### src/rtl/rse_pkg.sv
// ----------------------------------------------------------------------------
// rse_pkg
// Shared types and constants for the postfix stack evaluator: token kinds,
// status codes, operator bytes and the queue word between front and back.
// ----------------------------------------------------------------------------
package rse_pkg;

  // data path width of one stack entry
  localparam int DATA_W = 32;

  // default number of stack entries
  localparam int DEF_STACK_DEPTH = 256;

  // entries in the queue between front and back
  localparam int QUEUE_DEPTH = 2;

  // action codes on the input side
  localparam logic [1:0] ACT_PUSH   = 2'd0;
  localparam logic [1:0] ACT_APPLY  = 2'd1;
  localparam logic [1:0] ACT_FINISH = 2'd2;

  // operator bytes
  localparam logic [7:0] OP_ADD = 8'h2B;
  localparam logic [7:0] OP_SUB = 8'h2D;
  localparam logic [7:0] OP_MUL = 8'h2A;
  localparam logic [7:0] OP_DIV = 8'h2F;

  // result status codes
  localparam logic [2:0] ST_OK    = 3'd0;
  localparam logic [2:0] ST_UNDER = 3'd1;
  localparam logic [2:0] ST_BADOP = 3'd2;
  localparam logic [2:0] ST_DEPTH = 3'd3;
  localparam logic [2:0] ST_FULL  = 3'd4;
  localparam logic [2:0] ST_DIV0  = 3'd5;

  // decoded token kind
  typedef enum logic [2:0] {
    K_PUSH,
    K_ADD,
    K_SUB,
    K_MUL,
    K_DIV,
    K_BADOP,
    K_FINISH,
    K_NOP
  } kind_t;

  // one classified token as it waits in the queue
  typedef struct packed {
    kind_t             kind;
    logic [DATA_W-1:0] operand;
  } token_t;

  // handshake between the queue and the back end
  typedef struct packed {
    logic   valid;
    token_t token;
  } q_out_t;

endpackage

### src/rtl/rse_front.sv
// ----------------------------------------------------------------------------
// rse_front
// Front end: takes input words and decodes action and operator byte into a
// single token kind for the back end.
// ----------------------------------------------------------------------------
module rse_front
  import rse_pkg::*;
(
  input  logic              in_tvalid,
  output logic              in_tready,
  input  logic [39:0]       in_tdata,   // operand_value [31:0], operator_char [39:32]
  input  logic [1:0]        in_tuser,   // action [1:0]
  input  logic              q_full,
  output logic              q_push,
  output token_t            q_token
);

  logic [7:0] op_char;
  kind_t      kind;

  assign op_char = in_tdata[39:32];

  // decode action and operator byte
  always_comb begin
    unique case (in_tuser)
      ACT_PUSH:   kind = K_PUSH;
      ACT_FINISH: kind = K_FINISH;
      ACT_APPLY: begin
        unique case (op_char)
          OP_ADD:  kind = K_ADD;
          OP_SUB:  kind = K_SUB;
          OP_MUL:  kind = K_MUL;
          OP_DIV:  kind = K_DIV;
          default: kind = K_BADOP;
        endcase
      end
      default:    kind = K_NOP;
    endcase
  end

  // accept whenever the queue has room
  assign in_tready       = !q_full;
  assign q_push          = in_tvalid && !q_full;
  assign q_token.kind    = kind;
  assign q_token.operand = in_tdata[DATA_W-1:0];

endmodule

### config.mk
export PLATFORM = sky130hd
export DESIGN_NAME = rse_front
export DESIGN_NICKNAME = d
export VERILOG_FILES = /design/src/rtl/rse_pkg.sv /design/src/rtl/rse_front.sv
export SDC_FILE = /design/constraint.sdc
export NUM_CORES = 1
export LEC_CHECK = 0
export BUFFER_PORTS_ARGS = -buffer_cell sky130_fd_sc_hd__buf_4
export CAP_MARGIN = 20
export CORE_UTILIZATION = 24
export DETAILED_ROUTE_END_ITERATION = 8
export GPL_TIMING_DRIVEN = 0
export PLACE_DENSITY = 0.89
export SKIP_LAST_GASP = 1
export SLEW_MARGIN = 20
export SYNTH_ARGS = -nofsm -noshare
export SYNTH_HDL_FRONTEND = slang
export SYNTH_SLANG_ARGS = --single-unit
export TNS_END_PERCENT = 10
### constraint.sdc
create_clock -name vclk -period 1
set_input_delay 0.15 -clock vclk [all_inputs]
set_output_delay 0.15 -clock vclk [all_outputs]
set_load 0.01 [all_outputs]
==> impl_metrics.tcl, run 1 <==
set metrics [dict create \
    status "finished clean" \
    hold_viol 0 \
    cp_cell_sequence "buf_6 > nor4_4 > a31o_1 > buf_6" \
    ys_warn_count 0 \
    rows 12 \
    power_switching_uw 108 \
    cp_top_family "simple AND/OR/NAND/NOR gates" \
    hold_slack_ps 476 \
    crit_path_max_fanout 3 \
    synth.top_cells.by_count "buf_4, inv_1, nand2_1, o21ai_0" \
    crit_arrival_ps 830 \
    wirelength_um 994 \
    internal_power_uw 213 \
    fmax_mhz 1020 \
    wl_per_cell_um 9.12 \
    drive_gt1_share_pct 86.3 \
    multi_input_area_um2 82.6 \
    critPathCaptureType "primary output" \
    grt_first_pass_wirelength_um 1200 \
    syn_to_final_growth_pct 126 \
    synth_top_area_share_pct 74.7 \
    detail-route-antenna-nets 0 \
    clkbuf_count 0 \
    grt_pass1_vias 323 \
    syn_avg_cell_area_um2 6.99 \
    dpl.cell_count 109 \
    port_buffers 49 \
    slowest_stage "nor4_4" \
    rsz0062_at_grt "true" \
    fin_cells 109 \
    p_leak_nw 0.426 \
    ir_drop_mv 0.224 \
    ys_types 12 \
    p_seq_share_pct 0 \
    period_share_pct 97.9 \
    cp_num_buf_inv 2 \
    worst_path_most_repeated_cell "buf_6" \
    finalWorstSetupSlack_ps 20.7 \
    synthCells 46 \
    critPathLaunchType "input pin" \
    seqCellArea_um2 0 \
    worstSetupPathType "input pin to primary output" \
    slew_violations 0 \
    yosysTopAreaCell "buf_4" \
    fin_util_pct 62.1 \
    die_area_mm2 0.00149 \
    synth_fp_nets 90 \
    p_sw_share_pct 33.6 \
    critPathMaxStageDelay_ps 290 \
    fillers 111 \
    synth_most_common_cell "buf_4" \
    setup_viol 0 \
    die_w_um 38.6 \
    overflow 0 \
    comb_power_share_pct 100.0 \
    antennaDiodeCount 0 \
    viasPerCell 3.96 \
    synth.yosys.seq_area_share_pct 0 \
    total_power_uw 321 \
    synthesis.area_um2 322 \
    gp_congestion 0.627 \
    drc 0 \
    antenna_found_initial 0 \
    hp-class "input pin to primary output" \
    vias 432 \
    pwr-share-clk_pct 0 \
    die_y_um 38.6 \
    yosys-top-cells-area "buf_4, nor4_2, o21ai_0" \
    first_pass_iters 2 \
    boundaryPins 81 \
    grt_use_total_pct 10.7 \
    pwr_density_cell_mw_per_mm2 441 \
    seq_cells 0 \
    start_util_pct 27.5 \
    drt_iter0_drc 4 \
    core_mm2 0.00117 \
    num-nets-final 141 \
    grt_max_degree 4 \
    cp.required_ps 850 \
    preCtsSetupSlack_ps -55.7 \
    drv_cap 0 \
    min_period_ps 979 \
    tightest_slew_ps 233 \
    max_slew_margin_pct 84.4 \
]
cell usage in the layout (no fill, tap or decap), drive strengths merged:
cell type	instances
buf	81
inv	2
nand2	2
o21ai	2
nor4	1
nand3b	1
nand2b	1
a31oi	1
a31o	1
nor2	1
a21oi	1
nor2b	1
layer usage:
| metal | part of all wire, % | track usage [%] | wire length (um) |
|---|---|---|---|
| met1 | 24 | 9.59 | 234 |
| met2 | 58 | 24.6 | 577 |
| met3 | 18 | 1.73 | 182 |
| met4 | 0 | 0 | 0 |
| met5 | 0 | 0 | 0 |
power groups by stage:
stage	registers (mW)	logic, mW	clock network [mW]
final	0	0.321	0
after global routing	0	0.344	0
after CTS	0	0.322	0
after detailed placement	0	0.314	0
after global placement	0	0.309	0
after floorplan	0	0.155	0
what timing repair did:
action	4_1_cts	5_1_grt
pin swaps	2	3
buffers inserted	0	0
gates resized for setup	3	2
hold buffers	0	0
endpoints found under the setup margin	3	2
final cells by class:
type / instances / share of cell area (%)
Buffer: 32 / 33.0
Inverter: 2 / 1.03
Multi-Input combinational cell: 12 / 11.4
Tap cell: 14 / 2.41
Timing Repair Buffer: 49 / 52.2
kinds of logic after synthesis:
family,count (synthesis),share of synthesized area [%]
AOI/OAI and AO/OA,5,9.34
and+or+nand+nor,7,13.6
buffers and inverters,34,77.0
per-stage QoR:
| stage | setup TNS [ps] | cell area [um^2] |
|---|---|---|
| after detailed placement | -97.4 | 707 |
| after global routing | -69.3 | 727 |
| after CTS | 0 | 723 |
| final | 0 | 727 |
| after floorplan | 0 | 322 |
| after global placement | -126 | 707 |
path summary, 6_finish.rpt:
kind	startpoint	endpoint	slack (ps)	depth (start not counted)
min	in_tdata[5]	q_token[5]	480	2
max	in_tdata[39]	q_token[33]	20	4
Power figures use the tool's default switching activity.
==> run 2, diff against run 1 <==
--- a/config.mk
+++ b/config.mk
@@ -10,6 +10,7 @@
 export CORE_UTILIZATION = 24
 export DETAILED_ROUTE_END_ITERATION = 8
 export GPL_TIMING_DRIVEN = 0
+export MAX_ROUTING_LAYER = met4
 export PLACE_DENSITY = 0.89
 export SKIP_LAST_GASP = 1
 export SLEW_MARGIN = 20
==> impl_metrics.tcl, run 2 (synthesis gave the netlist of run 1 again) <==
set metrics [dict create \
    crit_path_max_fanout 3 \
    vias 432 \
    grtUsageMet1_pct 10.3 \
    core_mm2 0.00117 \
    p_seq_share_pct 0 \
    seqCellArea_um2 0 \
    critPathCaptureType "primary output" \
    grt_max_degree 4 \
    worstSetupPathType "input pin to primary output" \
    fillers 111 \
    pwr_density_cell_mw_per_mm2 441 \
    dpl.cell_count 109 \
    slew_violations 0 \
    crit_arrival_ps 830 \
    worst_path_most_repeated_cell "buf_6" \
    boundaryPins 81 \
    final_common_cell "buf_4" \
    fin_cells 109 \
    drive_gt1_share_pct 86.3 \
    met3_usage_pct 0.578 \
    hold_viol 0 \
    slowest_stage "nor4_4" \
    drt_iter0_drc 4 \
    critPathMaxStageDelay_ps 290 \
    overflow 0 \
    p_sw_share_pct 33.6 \
    tightest_slew_ps 233 \
    hp-class "input pin to primary output" \
    start_util_pct 27.5 \
    drv_cap 0 \
    clkbuf_count 0 \
    num-nets-final 141 \
    total_power_uw 321 \
    critPathLaunchType "input pin" \
    cp.required_ps 850 \
    wl_per_cell_um 9.11 \
    max_slew_margin_pct 84.4 \
    grt_use_total_pct 11.0 \
    grt_pass1_vias 323 \
    p_leak_nw 0.426 \
    comb_power_share_pct 100.0 \
    period_share_pct 98.0 \
    detail-route-antenna-nets 0 \
    hold_buffers 0 \
    min_period_ps 980 \
    viasPerCell 3.96 \
    die_area_mm2 0.00149 \
    min-delay-start "in_tdata[5]" \
    worstSetupStartpoint "in_tdata[39]" \
    top_usage_layer "met2" \
    multi_input_area_um2 82.6 \
    seq_cells 0 \
    drc 0 \
    pwr-share-clk_pct 0 \
    cts_setup_buffers 0 \
    fin_util_pct 62.1 \
    first_pass_iters 2 \
    gp_congestion 0.632 \
    setup_viol 0 \
    rsz0062_at_grt "true" \
    grt_first_pass_wirelength_um 1200 \
    fmax_mhz 1020 \
    die_w_um 38.6 \
    power_switching_uw 108 \
    met2_usage_pct 24.6 \
    ir_drop_mv 0.225 \
    die_y_um 38.6 \
    syn_to_final_growth_pct 126 \
    wirelength_um 993 \
    cp_cell_sequence "buf_6 > nor4_4 > a31o_1 > buf_6" \
    worst_hold_path.endpoint "q_token[5]" \
    rows 12 \
    antennaDiodeCount 0 \
    port_buffers 49 \
    antenna_found_initial 0 \
    internal_power_uw 213 \
    final_cell_mix "buf_4, buf_6, inv_1, nand2_1" \
    status "finished clean" \
    hold_depth 2 \
]
run 2: cell counts in the layout (fill, tap and decap cells not counted):
No cell type changed its count.
run 2: stage by stage:
step                      hold slack [ps]  setup TNS [ps]  worst slack [ps]  instance area (um^2)
after global routing                  480           -68.5             -37.3                   727
after detailed placement              477           -97.4             -55.7                   707
after floorplan                       344               0               166                   322
final                                 476               0              19.7                   727
after global placement                477            -126             -70.4                   707
after CTS                             477               0              7.63                   723
run 2: worst max-delay path by stage:
stage / endpoint / slack (ps)
6_report: q_token[33] / 20
5_1_grt: q_token[33] / -40
4_1_cts: q_token[33] / 8
3_5_place_dp: q_token[33] / -60
3_3_place_gp: q_token[33] / -70
2_1_floorplan: q_token[33] / 170
run 2: worst max-delay path: cells and delay by family:
family / cells / cell delay (ps)
AO/OA/AOI/OAI: 1 / 190
buffers and inverters: 2 / 190
AND/OR/NAND/NOR: 1 / 290
run 2: layout make-up:
type | instances | share of cell area (%)
Inverter | 2 | 1.03
Buffer | 32 | 33.0
Multi-Input combinational cell | 12 | 11.4
Timing Repair Buffer | 49 | 52.2
Tap cell | 14 | 2.41
run 2: routing by layer:
metal | share of wire, % | vias up
met5 | 0 | -
met4 | 0 | 0
met3 | 17 | 0
met2 | 58 | 40
met1 | 25 | 180
li1 | - | 212
run 2: power groups by stage:
stage | Clock (mW) | Sequential (mW) | Combinational (mW)
floorplan | 0 | 0 | 0.155
global placement | 0 | 0 | 0.309
detailed placement | 0 | 0 | 0.314
CTS | 0 | 0 | 0.322
global route | 0 | 0 | 0.344
finish | 0 | 0 | 0.321
run 2: repair_timing:
action                     4_1_cts  5_1_grt
setup endpoints to repair        3        2
pin swaps                        2        3
gates resized for setup          3        2
gates cloned                     0        0
==> run 3, diff against run 2 <==
==> constraint.sdc (replaced) <==
create_clock -name vclk -period 1
set_input_delay 0.2 -clock vclk [all_inputs]
set_output_delay 0.2 -clock vclk [all_outputs]
set_load 0.01 [all_outputs]
==> impl_metrics.tcl, run 3 (synthesis gave the netlist of run 1 again) <==
set metrics [dict create \
    p_seq_share_pct 0 \
    antenna_found_initial 0 \
    wirelength_um 993 \
    drt_iter0_drc 4 \
    p_sw_share_pct 33.6 \
    critPathCaptureType "primary output" \
    gp_congestion 0.632 \
    worstSetupPathType "input pin to primary output" \
    drc 0 \
    cp_top_family "simple AND/OR/NAND/NOR gates" \
    worst_path_most_repeated_cell "buf_6" \
    grt_max_degree 4 \
    grt_first_pass_wirelength_um 1200 \
    seqCellArea_um2 0 \
    critPathLaunchType "input pin" \
    wl_per_cell_um 9.11 \
    max_slew_margin_pct 84.4 \
    drv_cap 0 \
    viasPerCell 3.96 \
    cp_num_buf_inv 2 \
    rows 12 \
    hold_buffers 0 \
    ir_drop_mv 0.224 \
    dpl.cell_count 109 \
    p_leak_nw 0.426 \
    slew_violations 0 \
    fin_area_um2 727 \
    grt_pass1_vias 323 \
    fin_cells 109 \
    fmax_mhz 931 \
    first_pass_iters 2 \
    seq_cells 0 \
    drive_gt1_share_pct 86.3 \
    start_util_pct 27.5 \
    pwr-share-clk_pct 0 \
    status "finished, violations left" \
    hold_viol 0 \
    finalWorstSetupSlack_ps -74.3 \
    power_switching_uw 108 \
    crit_arrival_ps 870 \
    setup_viol 3 \
    clkbuf_count 0 \
    hold_depth 2 \
    cp_cell_sequence "buf_6 > nor4_4 > a31o_1 > buf_6" \
    rsz0062_at_grt "true" \
    num-nets-final 141 \
    die_w_um 38.6 \
    tightest_slew_ps 232 \
    core_mm2 0.00117 \
    detail-route-antenna-nets 0 \
    cp.depth 4 \
    hp-class "input pin to primary output" \
    crit_path_max_fanout 3 \
    internal_power_uw 213 \
    hold_slack_ps 576 \
    grt_use_total_pct 11.0 \
    setup_tns_ps -173 \
    slowest_stage "nor4_4" \
    die_area_mm2 0.00149 \
    critPathMaxStageDelay_ps 290 \
    period_share_pct 107 \
    antennaDiodeCount 0 \
    violations "negative setup slack" \
    vias 432 \
    final_common_cell "buf_4" \
    pwr_density_cell_mw_per_mm2 441 \
    boundaryPins 81 \
    final_cell_mix "buf_4, buf_6, inv_1, nand2_1" \
    comb_power_share_pct 100.0 \
    postPlaceCellArea_um2 707 \
    cp.required_ps 800 \
    port_buffers 49 \
    syn_to_final_growth_pct 126 \
    min_period_ps 1070 \
    die_y_um 38.6 \
    overflow 0 \
]
## run 3: cell counts in the layout (fill, tap and decap cells not counted)
No cell type changed its count.
## run 3: path summary, 6_finish.rpt
path	to	from	slack [ps]
max	q_token[33]	in_tdata[38]	-70
min	q_token[5]	in_tdata[5]	580
## run 3: routing by layer
metal  vias to the layer above  part of all wire (%)  track usage, %
li1                        212                     -               -
met1                       180                    25            10.3
met2                        40                    58            24.6
met3                         0                    17           0.578
met4                         0                     0               0
met5                         -                     0               -
## run 3: stage by stage
stage / worst slack, ps / util, % / power, mW
floorplan: 66.1 / - / 0.155
global placement: -170 / 60.4 / 0.309
detailed placement: -156 / 60.4 / 0.314
CTS: -87.5 / 62.1 / 0.323
global route: -131 / 62.1 / 0.344
finish: -74.3 / 62.1 / 0.321
## run 3: power by group through the flow
stage,clock (mW),sequential (mW),combinational (mW)
6_report,0,0,0.321
5_1_grt,0,0,0.344
4_1_cts,0,0,0.323
3_5_place_dp,0,0,0.314
3_3_place_gp,0,0,0.309
2_1_floorplan,0,0,0.155
## run 3: layout make-up
cell class / count / area [um^2]
Multi-Input combinational cell: 12 / 82.6
Timing Repair Buffer: 49 / 379
Inverter: 2 / 7.51
Tap cell: 14 / 17.5
Buffer: 32 / 240
Fill cell: 111 / 444
## run 3: timing repair
item                       4_1_cts  5_1_grt
setup buffers                    0        0
gates resized for setup          4        1
setup endpoints to repair        3        3
pin swaps                        2        1
