$ cat src/rtl/rse_pkg.sv
// ----------------------------------------------------------------------------
// rse_pkg
// Shared types and constants for the postfix stack evaluator: token kinds,
// status codes, operator bytes and the queue word between front and back.
// ----------------------------------------------------------------------------
package rse_pkg;

  // data path width of one stack entry
  localparam int DATA_W = 32;

  // default number of stack entries
  localparam int DEF_STACK_DEPTH = 256;

  // entries in the queue between front and back
  localparam int QUEUE_DEPTH = 2;

  // action codes on the input side
  localparam logic [1:0] ACT_PUSH   = 2'd0;
  localparam logic [1:0] ACT_APPLY  = 2'd1;
  localparam logic [1:0] ACT_FINISH = 2'd2;

  // operator bytes
  localparam logic [7:0] OP_ADD = 8'h2B;
  localparam logic [7:0] OP_SUB = 8'h2D;
  localparam logic [7:0] OP_MUL = 8'h2A;
  localparam logic [7:0] OP_DIV = 8'h2F;

  // result status codes
  localparam logic [2:0] ST_OK    = 3'd0;
  localparam logic [2:0] ST_UNDER = 3'd1;
  localparam logic [2:0] ST_BADOP = 3'd2;
  localparam logic [2:0] ST_DEPTH = 3'd3;
  localparam logic [2:0] ST_FULL  = 3'd4;
  localparam logic [2:0] ST_DIV0  = 3'd5;

  // decoded token kind
  typedef enum logic [2:0] {
    K_PUSH,
    K_ADD,
    K_SUB,
    K_MUL,
    K_DIV,
    K_BADOP,
    K_FINISH,
    K_NOP
  } kind_t;

  // one classified token as it waits in the queue
  typedef struct packed {
    kind_t             kind;
    logic [DATA_W-1:0] operand;
  } token_t;

  // handshake between the queue and the back end
  typedef struct packed {
    logic   valid;
    token_t token;
  } q_out_t;

endpackage

$ cat src/rtl/rse_queue.sv
// ----------------------------------------------------------------------------
// rse_queue
// Short token queue that decouples the front end from the back end.
// ----------------------------------------------------------------------------
module rse_queue
  import rse_pkg::*;
(
  input  logic   clk,
  input  logic   rst_n,
  input  logic   push,
  input  token_t push_token,
  output logic   full,
  input  logic   pop,
  output q_out_t q_out
);

  localparam int PW = (QUEUE_DEPTH > 1) ? $clog2(QUEUE_DEPTH) : 1;
  localparam int CW = $clog2(QUEUE_DEPTH + 1);

  token_t          slot_r [QUEUE_DEPTH];
  logic [PW-1:0]   wr_ptr_r, wr_ptr_nxt;
  logic [PW-1:0]   rd_ptr_r, rd_ptr_nxt;
  logic [CW-1:0]   cnt_r, cnt_nxt;

  assign full        = (cnt_r == CW'(QUEUE_DEPTH));
  assign q_out.valid = (cnt_r != '0);
  assign q_out.token = slot_r[rd_ptr_r];

  // pointer and fill count update
  always_comb begin
    wr_ptr_nxt = wr_ptr_r;
    rd_ptr_nxt = rd_ptr_r;
    cnt_nxt    = cnt_r;
    if (push) begin
      wr_ptr_nxt = (wr_ptr_r == PW'(QUEUE_DEPTH - 1)) ? '0 : wr_ptr_r + 1'b1;
    end
    if (pop) begin
      rd_ptr_nxt = (rd_ptr_r == PW'(QUEUE_DEPTH - 1)) ? '0 : rd_ptr_r + 1'b1;
    end
    if (push && !pop) begin
      cnt_nxt = cnt_r + 1'b1;
    end else if (pop && !push) begin
      cnt_nxt = cnt_r - 1'b1;
    end
  end

  always_ff @(posedge clk) begin
    if (!rst_n) begin
      wr_ptr_r <= '0;
      rd_ptr_r <= '0;
      cnt_r    <= '0;
    end else begin
      wr_ptr_r <= wr_ptr_nxt;
      rd_ptr_r <= rd_ptr_nxt;
      cnt_r    <= cnt_nxt;
    end
  end

  // token storage
  always_ff @(posedge clk) begin
    if (push) begin
      slot_r[wr_ptr_r] <= push_token;
    end
  end

endmodule

$ cat config.mk
export PLATFORM = sky130hd
export DESIGN_NAME = rse_queue
export DESIGN_NICKNAME = d
export VERILOG_FILES = /design/src/rtl/rse_pkg.sv /design/src/rtl/rse_queue.sv
export SDC_FILE = /design/constraint.sdc
export NUM_CORES = 1
export LEC_CHECK = 0
export BUFFER_PORTS_ARGS = -buffer_cell sky130_fd_sc_hd__buf_2
export CAP_MARGIN = 15
export CORE_MARGIN = 2
export CORE_UTILIZATION = 55
export DETAILED_ROUTE_END_ITERATION = 10
export PLACE_DENSITY_LB_ADDON = 0.25
export SLEW_MARGIN = 20
export SYNTH_ARGS = -nofsm -noshare
export SYNTH_HDL_FRONTEND = slang
export SYNTH_SLANG_ARGS = --single-unit
$ cat constraint.sdc
create_clock -name clk -period 5.14 [get_ports clk]
set_input_delay 0.771 -clock clk [delete_from_list [all_inputs] [get_ports clk]]
set_output_delay 0.771 -clock clk [all_outputs]
set_load 0.05 [all_outputs]
==> run summary, run 1 <==
OUTCOME
---------------------------------------------------------------------------------
Status                                                               complete, no violations

FLOORPLANNING
---------------------------------------------------------------------------------
Starting utilization of the core area                                       57.6%
Site Rows                                                                      25
Die Outline Area                                                      0.00559 mm2
Die width                                                                 74.8 um
Core region area                                                      0.00479 mm2
I/O pin count                                                                  76
Height of the die                                                         74.8 um

SYNTH
---------------------------------------------------------------------------------
Part of the Yosys area used for sequential elements                         79.9%
Main area contributors after synthesis                               edfxtp_1 (76%), mux2_2 (14%), dfxtp_1 (3.6%), buf_6 (1.2%), and2_1 (0.91%)
Number of enable-type register cells in the synthesized netlist                70
Count of mapped cells out of synthesis                                        131
Post-synth ARST share                                                          0%
Post-Syn Area                                                         0.00276 mm2
Count of distinct cell types in the synthesized netlist                        17
Net count after synthesis                                                     171
Main synth FF type                                                       edfxtp_1
Dominant cell type by area after synthesis                               edfxtp_1
Share of the synthesized area in the top cell type                          76.3%
Count of synthesis-stage warnings from yosys                                    0
Syn avg cell area                                                        21.0 um2
Flip-flop and latch count after synthesis                                      75

SETUP PATH
---------------------------------------------------------------------------------
Slowest cell delay on critical path                                       0.80 ns
Worst Setup End Kind                                                   output pin
WS Path Type                                                           reg -> out
Setup slack on the worst flop-to-flop path                                3.60 ns
Last element of the critical path                                        q_out[3]
Launching element type of the critical path                                  flop
Worst R2R Path Depth                                                            1
Critical-path cell list                                              buf_4 -> mux2_2 -> buf_2
Critical R2R Capture                                                 slot_r[0][6]
Critical register-to-register path startpoint                            wr_ptr_r
Max FO, Critical Path                                                          19
WP data required                                                          4.37 ns
Cell type of the slowest stage on the worst timing path                   dfxtp_1
Arrival time of data at the critical path endpoint                        2.12 ns

STA
---------------------------------------------------------------------------------
Unrepaired setup endpoints after global routing                                no
Total negative slack                                                         0 ns
Clock skew after layout                                                0.00757 ns
Post-route fraction of the period consumed by the critical path             56.2%
Slew of the pin with the lowest slew margin                               1.01 ns
Count of final hold-check violations                                            0
Final max-slew violation count                                                  0
Min cycle time layout                                                     2.89 ns
PnR worst setup slack                                                     2.25 ns
Setup-failing EPs final                                                         0
Upper clock frequency limit                                             0.346 GHz
Final hold slack                                                         0.568 ns
Max-slew headroom                                                           32.3%

PLACE
---------------------------------------------------------------------------------
Input/output buffers                                                           75
Detail Placement HPWL                                                     3200 um
Cell Count Post-Placement                                                     270
Post-place setup slack                                                    2.58 ns
Final GP Congestion                                                         0.669

CLOCK TREE
---------------------------------------------------------------------------------
# hold bufs at CTS                                                              0
Number of clock buffers inserted by TritonCTS                                   9
Clock slew seen by the registers of the worst setup and hold paths        0.07 ns
Deepest level of the CTS H-tree                                                 3
Buffer count from post-CTS setup fixing                                         0
Cell chosen for the clock root                                           clkbuf_8
CTS tree                                                                    built
Clock sinks                                                                    75
Worst-Skew Late Latency                                                   0.32 ns
Count of cells resized by post-cts repair                                       0
Max clock buf depth                                                             2

PWR
---------------------------------------------------------------------------------
Internal Power                                                         0.000996 W
Total net switching power                                              0.000375 W
Power density over the cells                                           406 mW/mm2
Clock network fraction of design power                                      30.8%
Share of total power in combinational logic                                 16.8%
Lkg Pwr                                                                   1.29 nW
Sw Ratio                                                                    27.3%
Sequential share of power                                                   52.4%
Worst VDD drop                                                           0.289 mV

RUN
---------------------------------------------------------------------------------
Number of max-cap violations                                                    0

HOLD PATH
---------------------------------------------------------------------------------
Cell depth of the worst hold path                                               2
Worst min path class                                                   reg -> reg
Min-Delay Startpoint                                                     cnt_r[1]

CELLS AND AREA
---------------------------------------------------------------------------------
Commonest cells after routing, fill and taps aside                   buf_2 (75), edfxtp_1 (70), mux2_2 (35), clkbuf_8 (9), dfxtp_1 (5)
Commonest non-fill, non-tap cell in the layout                              buf_2
Synth-to-layout area growth                                                 22.6%
Final Net Count                                                               254
Share of post-route cells with drive strength above 1                       58.9%
Ant diodes                                                                      0
Area of all sequential standard cells                                 0.00220 mm2
End-of-flow core utilization                                                70.6%
Fill cell total of the finished layout                                        314
Post-route non-filler standard cell count                                     286
Multi-input gate area                                                     520 um2

ROUTE
---------------------------------------------------------------------------------
Via-to-Cell Ratio                                                            4.95
First-iteration detailed-routing DRC count                                     69
Average wire per cell in the routed design                                16.4 um
Vias                                                                         1415
Post-route DRC violation count                                                  0
Final ANT Viol Nets                                                             0
DR pass1 iterations                                                             4
Post-detailed-routing wire length                                         4700 um

GRT
---------------------------------------------------------------------------------
First-pass GRT wire length                                                6930 um
Initial antenna violation count                                                 0
Pin count of the biggest net entering global routing                           37
Grt total ovfl                                                                  0
Total routing usage reported by global routing                              17.6%
Number of global-route vias before repair                                    1467

## kinds of logic after synthesis
| logic type | Yosys count | synth area share, % |
|---|---|---|
| flip-flops | 75 | 79.9 |
| multiplexers | 35 | 14.3 |
| AND/OR/NAND/NOR | 9 | 2.13 |
| buffers and inverters | 5 | 1.54 |
| AO/OA/AOI/OAI | 3 | 0.726 |
| XOR/XNOR | 3 | 0.953 |
| adder cells (fa/ha/maj) | 1 | 0.454 |
## state kept, by name, summed over array words and instances (netlist names), named ones only
name      flops
cnt_r         2
rd_ptr_r      1
slot_r       70
wr_ptr_r      1
## power by group through the flow
stage          clock [W]  sequential, W  combinational (W)
2_1_floorplan          0       0.000724           0.000184
3_3_place_gp           0       0.000729           0.000227
3_5_place_dp           0       0.000733           0.000232
4_1_cts         0.000431       0.000719           0.000233
5_1_grt         0.000455       0.000722           0.000242
6_report        0.000422       0.000719           0.000231
## cells in the mapped netlist, drive strengths merged, types with 2 or more instances
cell type / number
edfxtp: 70
mux2: 35
dfxtp: 5
and2: 4
buf: 4
nor2b: 2
xor2: 2
## worst max-delay path, delay by kind of cell, from the launching register on
family / cells / cell delay, ns
flops: 1 / 0.80
mux: 1 / 0.38
buf+inv: 2 / 0.60
## per-stage QoR
stage	cell area [um2]	total power, W
after global placement	3190	0.000956
after global routing	3380	0.00142
final	3380	0.00137
after detailed placement	3190	0.000965
after floorplan	2760	0.000908
after CTS	3380	0.00138
## per-layer routing
layer	vias up	GRT usage (%)	wire [um]
li1	672	-	-
met1	684	19.4	1810
met2	55	31.9	2530
met3	4	6.43	317
met4	0	5.36	40
met5	-	0	0
## how the worst min path moves through the flow
| stage | endpoint |
|---|---|
| global route | cnt_r[1] |
| floorplan | cnt_r[1] |
| CTS | cnt_r[1] |
| finish | cnt_r[1] |
| detailed placement | cnt_r[1] |
| global placement | cnt_r[1] |
## final cells by class
class	instances	area share, %
Inverter	1	0.111
Clock buffer	11	3.89
Timing Repair Buffer	76	11.3
Multi-Input combinational cell	51	15.4
Sequential cell	75	65.2
Tap cell	67	2.48
Clock inverter	5	1.59
Power figures use the tool's default switching activity.
==> run 2, diff against run 1 <==
--- a/config.mk
+++ b/config.mk
@@ -8,7 +8,7 @@
 export BUFFER_PORTS_ARGS = -buffer_cell sky130_fd_sc_hd__buf_2
 export CAP_MARGIN = 15
 export CORE_MARGIN = 2
-export CORE_UTILIZATION = 55
+export CORE_UTILIZATION = 46
 export DETAILED_ROUTE_END_ITERATION = 10
 export PLACE_DENSITY_LB_ADDON = 0.25
 export SLEW_MARGIN = 20
==> constraint.sdc (replaced) <==
create_clock -name clk -period 2.5 [get_ports clk]
set_input_delay 0.375 -clock clk [delete_from_list [all_inputs] [get_ports clk]]
set_output_delay 0.375 -clock clk [all_outputs]
set_load 0.05 [all_outputs]
==> run 2 against run 1 <==
Net effect: non-clock buffer count rose by 2; register-to-register slack got worse by 2.6 ns; final cell count rose by 3.5%; utilization fell by 12 points; sequential cell count did not move; combinational power rose by 110%; clock-buffer cell count rose by 2; critical path depth did not move; sequential power rose by 110%; largest cell class unchanged.
==> run summary, run 2 (synthesized netlist as in run 1, its figures left out) <==
CLOCK TREE
---------------------------------------------------------------------------------
Cell chosen for the clock root                                           clkbuf_8
Clock slew seen by the registers of the worst setup and hold paths        0.07 ns   about the same
Worst-Skew Late Latency                                                   0.32 ns   about the same
# hold bufs at CTS                                                              0   unchanged
Buffer count from post-CTS setup fixing                                         0   unchanged
Count of cells resized by post-cts repair                                       0   unchanged
Max clock buf depth                                                             2   unchanged
Number of clock buffers inserted by TritonCTS                                   9   unchanged
Clock sinks                                                                    75   unchanged
Deepest level of the CTS H-tree                                                 3   unchanged
CTS tree                                                                    built

ROUTE
---------------------------------------------------------------------------------
First-iteration detailed-routing DRC count                                     73   +5.8%
Via-to-Cell Ratio                                                            4.74   -4.3%
Vias                                                                         1402   -0.92%
Post-route DRC violation count                                                  0   unchanged
DR pass1 iterations                                                             4   unchanged
Final ANT Viol Nets                                                             0   unchanged
Post-detailed-routing wire length                                         4650 um   -0.98%
Average wire per cell in the routed design                                15.7 um   -4.3%

STA
---------------------------------------------------------------------------------
Setup-failing EPs final                                                         0   unchanged
Final max-slew violation count                                                  0   unchanged
Unrepaired setup endpoints after global routing                                no
Upper clock frequency limit                                             0.476 GHz
Slew of the pin with the lowest slew margin                              0.843 ns   -0.171 ns
Clock skew after layout                                                0.00433 ns   -0.00324 ns
Total negative slack                                                         0 ns   unchanged
Count of final hold-check violations                                            0   unchanged
Final hold slack                                                         0.234 ns   -0.334 ns
Min cycle time layout                                                     2.10 ns
Post-route fraction of the period consumed by the critical path             84.1%
Max-slew headroom                                                           43.8%   +12 points

PWR
---------------------------------------------------------------------------------
Share of total power in combinational logic                                 17.2%   +0.4 points
Lkg Pwr                                                                   1.30 nW   +0.45%
Worst VDD drop                                                           0.459 mV   +59%
Post-layout power                                                       0.00280 W   +100%
Power density over the cells                                           821 mW/mm2   +100%
Total net switching power                                              0.000743 W   +98%
Internal Power                                                          0.00205 W   +110%
Sw Ratio                                                                    26.6%   -0.76 points
Sequential share of power                                                   52.8%   +0.4 points
Clock network fraction of design power                                      30.0%   -0.8 points

SETUP PATH
---------------------------------------------------------------------------------
Critical-path cell list                                              buf_12 -> mux2_2 -> buf_2
Slowest cell delay on critical path                                       0.60 ns   -0.20 ns
WS Path Type                                                           reg -> out
Worst Setup End Kind                                                   output pin
WP data required                                                          2.12 ns   -2.25 ns
Cell type of the slowest stage on the worst timing path                   dfxtp_2
Number of buffer and inverter instances along the worst setup path              2   unchanged
Top Family by Delay on Critical Path                                   flip-flops
Max FO, Critical Path                                                          19   unchanged
Critical register-to-register path startpoint                            wr_ptr_r
Arrival time of data at the critical path endpoint                        1.73 ns   -0.39 ns
Launching element type of the critical path                                  flop

CELLS AND AREA
---------------------------------------------------------------------------------
Fill cell total of the finished layout                                        459   +46%
Number of flip-flops under the largest register name                           70   unchanged
Final Net Count                                                               256   +0.79%
Synth-to-layout area growth                                                 23.7%
Commonest non-fill, non-tap cell in the layout                              buf_2
Commonest cells after routing, fill and taps aside                   buf_2 (75), edfxtp_1 (70), mux2_2 (35), clkbuf_8 (9)
Register ranked first by flip-flop count                                   slot_r
Share of post-route cells with drive strength above 1                       58.4%   -0.53 points
Ant diodes                                                                      0   unchanged
Final design instance area without fill                               0.00341 mm2   +0.93%
Largest registers                                                    slot_r: 70 flops, cnt_r: 2 flops

HOLD PATH
---------------------------------------------------------------------------------
Min-Delay Startpoint                                                 push_token[15]
Worst min path class                                                    in -> reg

GRT
---------------------------------------------------------------------------------
Grt total ovfl                                                                  0   unchanged
Number of global-route vias before repair                                    1515   +3.3%
Initial antenna violation count                                                 0   unchanged
Total routing usage reported by global routing                              14.9%   -2.7 points
First-pass GRT wire length                                                6890 um   -0.59%
Pin count of the biggest net entering global routing                           36   -2.7%

OUTCOME
---------------------------------------------------------------------------------
Status                                                               complete, no violations

PLACE
---------------------------------------------------------------------------------
Cell area reported after detailed placement                           0.00323 mm2   +1.2%
Final GP Congestion                                                         0.673   +0.54%
Detail Placement HPWL                                                     3280 um   +2.5%
Input/output buffers                                                           75   unchanged

FLOORPLANNING
---------------------------------------------------------------------------------
Starting utilization of the core area                                       47.1%   -10 points
Die width                                                                 81.4 um   +8.9%
Height of the die                                                         81.4 um   +8.9%
I/O pin count                                                                  76   unchanged
Site Rows                                                                      28   +12%
Die Outline Area                                                      0.00663 mm2   +18%
Core region area                                                      0.00585 mm2   +22%

RUN
---------------------------------------------------------------------------------
Number of max-cap violations                                                    0   unchanged

[run 2: layout make-up]
cell class	instances	area, um2	share of cell area, %
repair buffers	78	410	12.0
flip-flops and latches	75	2200	64.6
clock buffers	13	139	4.07
multi-input cells	51	520	15.3
inverters	1	3.75	0.110
well taps	75	93.8	2.75
clock inverters	3	38.8	1.14
[run 2: per-layer routing]
metal,part of all wire [%],GRT usage [%],up-vias
li1,-,-,671
met5,0,0,-
met3,7.1,4.40,8
met1,39,15.8,674
met4,1.3,8.64,0
met2,53,26.1,49
[run 2: power by group through the flow]
stage	Sequential [W]	Clock [W]	Combinational (W)
2_1_floorplan	0.00149	0	0.000378
3_3_place_gp	0.00150	0	0.000475
3_5_place_dp	0.00151	0	0.000486
4_1_cts	0.00148	0.000866	0.000487
5_1_grt	0.00148	0.000925	0.000505
6_report	0.00148	0.000839	0.000482
[run 2: worst paths after layout]
| kind | to | slack, ns | depth (start not counted) |
|---|---|---|---|
| max | q_out[16] | 0.40 | 3 |
| min | slot_r[0][15] | 0.23 | 1 |
| min reg2reg | cnt_r[1] | 0.53 | 2 |
| max reg2reg | slot_r[1][14] | 1.00 | 1 |
[run 2: through the flow]
step	std cells	setup slack [ns]	util (%)
after floorplan	131	0.0858	-
after global placement	280	0.771	55.2
after detailed placement	280	0.724	55.2
after CTS	296	0.348	58.3
after global routing	296	0.299	58.3
final	296	0.398	58.3
